File: src/tvpf_pkg.sv
package tvpf_pkg;
    localparam int unsigned ADDR_W = 15;
    localparam logic CMD_LOAD   = 1'b0;
    localparam logic CMD_FILTER = 1'b1;

    localparam logic [2:0] REG_ORG_X = 3'd0;
    localparam logic [2:0] REG_ORG_Y = 3'd1;
    localparam logic [2:0] REG_ORG_Z = 3'd2;
    localparam logic [2:0] REG_CPU_X = 3'd3;
    localparam logic [2:0] REG_CPU_Y = 3'd4;
    localparam logic [2:0] REG_CPU_Z = 3'd5;
    localparam logic [2:0] REG_VMIN  = 3'd6;
    localparam logic [2:0] REG_VMAX  = 3'd7;

    typedef struct packed {
        logic        command;
        logic [14:0] voxel_address;
        logic [31:0] voxel_value;
        logic        voxel_is_byte;
        logic [31:0] pos_x;
        logic [31:0] pos_y;
        logic [31:0] pos_z;
        logic [31:0] radius_in;
    } t_in;

    typedef struct packed {
        logic [31:0] out_x;
        logic [31:0] out_y;
        logic [31:0] out_z;
        logic [31:0] out_radius;
        logic        kept;
    } t_out;

    // Shared multiplier request: a is a coordinate offset or a voxel difference,
    // b is a scale or a fraction.
    typedef struct packed {
        logic signed [36:0] a;
        logic signed [33:0] b;
    } t_mul_req;
endpackage

File: src/tvpf_mul.sv
// Shared registered signed multiplier used by every product of the sequencer.
module tvpf_mul import tvpf_pkg::*; (
    input  logic               i_clk,
    input  t_mul_req           i_req,
    output logic signed [70:0] o_prod
);
    logic signed [70:0] r_prod;
    always_ff @(posedge i_clk) begin
        r_prod <= i_req.a * i_req.b;
    end
    assign o_prod = r_prod;
endmodule

File: config.mk
export PLATFORM = sky130hd
export DESIGN_NAME = tvpf_mul
export DESIGN_NICKNAME = d
export VERILOG_FILES = /design/src/tvpf_pkg.sv /design/src/tvpf_mul.sv
export SDC_FILE = /design/constraint.sdc
export NUM_CORES = 2
export LEC_CHECK = 0
export ABC_AREA = 0
export BUFFER_PORTS_ARGS = -buffer_cell sky130_fd_sc_hd__buf_2
export CAP_MARGIN = 40
export CELL_PAD_IN_SITES_DETAIL_PLACEMENT = 0
export CELL_PAD_IN_SITES_GLOBAL_PLACEMENT = 2
export CORE_MARGIN = 4
export CORE_UTILIZATION = 30
export DETAILED_ROUTE_END_ITERATION = 16
export PLACE_DENSITY_LB_ADDON = 0.15
export SLEW_MARGIN = 40
export SYNTH_ARGS = -nofsm -noshare
export SYNTH_HDL_FRONTEND = slang
export SYNTH_SLANG_ARGS = --single-unit
File: constraint.sdc
create_clock -name i_clk -period 20.9 [get_ports i_clk]
set_clock_uncertainty 0.2 [all_clocks]
set_input_delay 3.135 -clock i_clk [delete_from_list [all_inputs] [get_ports i_clk]]
set_output_delay 3.135 -clock i_clk [all_outputs]
set_load 0.02 [all_outputs]
==> flow_summary.ini <==
[yosys]
postSynthNetCount = 6536
yosys.area.top_type = fa_1
synth_edf_count = 0
synthFlopType = dfxtp_1
synthTopCellsByArea = fa_1 (58%), inv_1 (11%), and2_1 (8.6%)
synth_cells = 4917
yosysSeqAreaShare = 0.03085
yosysUniqueCellTypes = 66
synth_top_area_frac = 0.5809
syn_area_sq_um = 46080
avgSynthCellArea_sq_um = 9.371
synthArstFlopShare = 0
ys_ff_latch = 71
yosys_warnings = 0

[routing]
wirelength_um = 154500
wl_met2_um = 77460
drcViolationCount = 0
antenna_left = 0
wl_met1_um = 70690
vias = 30700
firstDrtPassIters = 5
maxUsedRoutingLayer = met5
drt_iter0_markers = 1312
viasPerCell = 4.450
wl_per_cell_um = 22.40
wl_met3_um = 3537

[critical_path]
start_kind = primary input
cp-startpoint = i_req[55]
worstSetupPathType = primary input to flop
cp.arrival_ns = 12.56
required_ns = 21.02
crit_fanout = 25
end_kind = flop
crit_path_end = o_prod[70]$_DFF_P_

[global_route]
grt_usage = 0.2033
first_global_vias = 35442
grt_max_degree = 38
antenna_found_initial = 5
gr-total-overflow = 0
grt_pass1_wl_um = 239200

[clocking]
cts_buffers = 9
cts-root-buf = clkbuf_16
cts_hold_buffers = 0
cts_setup_buffers = 0
clk_pin_slew_ns = 0.08
cts_tree = built
postCtsResizedCells = 0
htree_levels = 3
clock-sinks = 71
clk_path_buf_depth = 2

[floorplan]
initial_core_util = 0.3026
io_pins = 143
core_sq_um = 152300
rows = 143
die_area_sq_um = 159900
die_w_um = 399.9
die_h_um = 399.9

[final_layout]
fill_cells = 16089
finalInstanceArea_sq_um = 49140
multi_input_area_sq_um = 38730
area_delta_synth_final_pct = 6.634
seqCellArea_sq_um = 1421
largest_reg_flops = 71
final_cell_mix = fa_1 (1336), inv_1 (1319), nand2_1 (645), and2_1 (632), ha_1 (210)
final_common_cell = fa_1
drive_gt1_frac = 0.04827
nets = 6482

[placed_design]
postPlaceCellArea_sq_um = 48780
gp_congestion = 0.7961
io_buffers = 142
hpwlAfterDp_um = 126100

[hold_path]
hold_path.class = primary input to flop
hold_start = i_req[0]

[sta]
tightestPinTransition_ns = 0.8722
fin_crit_ns = 12.45
fin_hold_ws_ns = 3.186
finalSetupViolCount = 0
rsz0062_at_grt = false
fmax_mhz = 80.33
slew_headroom = 0.4185
post-route-period-util = 0.5956
final_hold_viol_count = 0
fin_tns_setup_ns = 0
slew_violations = 0

[run]
cap_violations = 0

[outcome]
status = finished, final reports clean
layout make-up:
| cell class | instances | share of cell area |
|---|---|---|
| diodes | 1 | 0.00005093 |
| clock buffers | 12 | 0.005220 |
| clock inverters | 4 | 0.001553 |
| inverters | 1321 | 0.1009 |
| multi-input cells | 3266 | 0.7883 |
| flip-flops and latches | 71 | 0.02893 |
| well taps | 2030 | 0.05169 |
| repair buffers | 194 | 0.02333 |
cell families (layout without fill, tap and decap cells):
family          after synthesis  count (layout)  synth area share
other cells                   0               1                 0
flops                        71              71           0.03085
xor+xnor                     80              80           0.01521
compound gates              222             222           0.03294
buf+inv                    1580            1531            0.1287
fa+ha+maj                  1547            1547            0.6379
simple gates               1416            1416            0.1541
mux                           1               1         0.0002444
cell usage after synthesis (21+ instances only):
| cell type | count |
|---|---|
| and2_1 | 632 |
| inv_1 | 1321 |
| a21o_1 | 36 |
| a21oi_1 | 76 |
| nand2_1 | 645 |
| xnor2_1 | 54 |
| xor2_1 | 26 |
| fa_1 | 1337 |
| o21ai_0 | 21 |
| nor2_1 | 59 |
| ha_1 | 210 |
| clkbuf_1 | 254 |
| dfxtp_1 | 71 |
metrics by stage:
stage,worst slack [ns],instances,utilization
2_1_floorplan,10.54,4917,-
3_3_place_gp,7.422,6882,0.3202
3_5_place_dp,7.988,6882,0.3204
4_1_cts,8.423,6898,0.3226
5_1_grt,8.337,6898,0.3227
6_report,8.452,6899,0.3227
worst max-delay path: stages:
cell,delay [ns]
buf_2,0.33
buf_4,0.43
nand2_1,0.13
fa_1,0.49
fa_1,0.68
fa_1,0.59
inv_1,0.05
fa_1,0.48
fa_1,0.83
fa_1,0.52
fa_1,0.50
inv_1,0.05
fa_1,0.57
inv_1,0.07
ha_1,0.41
and4_1,0.36
and3_1,0.31
nand4_1,0.48
a311oi_2,0.93
a21oi_2,0.26
a21oi_2,0.31
a21oi_2,0.15
o21bai_2,0.22
a221oi_2,0.09
xnor2_1,0.13
metal layers:
metal | track usage | up-vias
met5 | 0 | -
met4 | 0.03703 | 6
met3 | 0.01673 | 79
met2 | 0.3522 | 358
met1 | 0.2812 | 16588
li1 | - | 13669
how the worst min path moves through the flow:
| stage | endpoint | slack (ns) | depth (start not counted) |
|---|---|---|---|
| after floorplan | o_prod[0]$_DFF_P_ | 3.06 | 1 |
| after global routing | o_prod[0]$_DFF_P_ | 3.19 | 3 |
| after global placement | o_prod[2] | 3.35 | 1 |
| final | o_prod[0]$_DFF_P_ | 3.19 | 3 |
| after detailed placement | o_prod[57] | 3.35 | 1 |
| after CTS | o_prod[0]$_DFF_P_ | 3.15 | 3 |
Power is left out: the tool's default activity adds up to more than one toggle a clock period on the data nets, which glitch-free logic cannot reach.
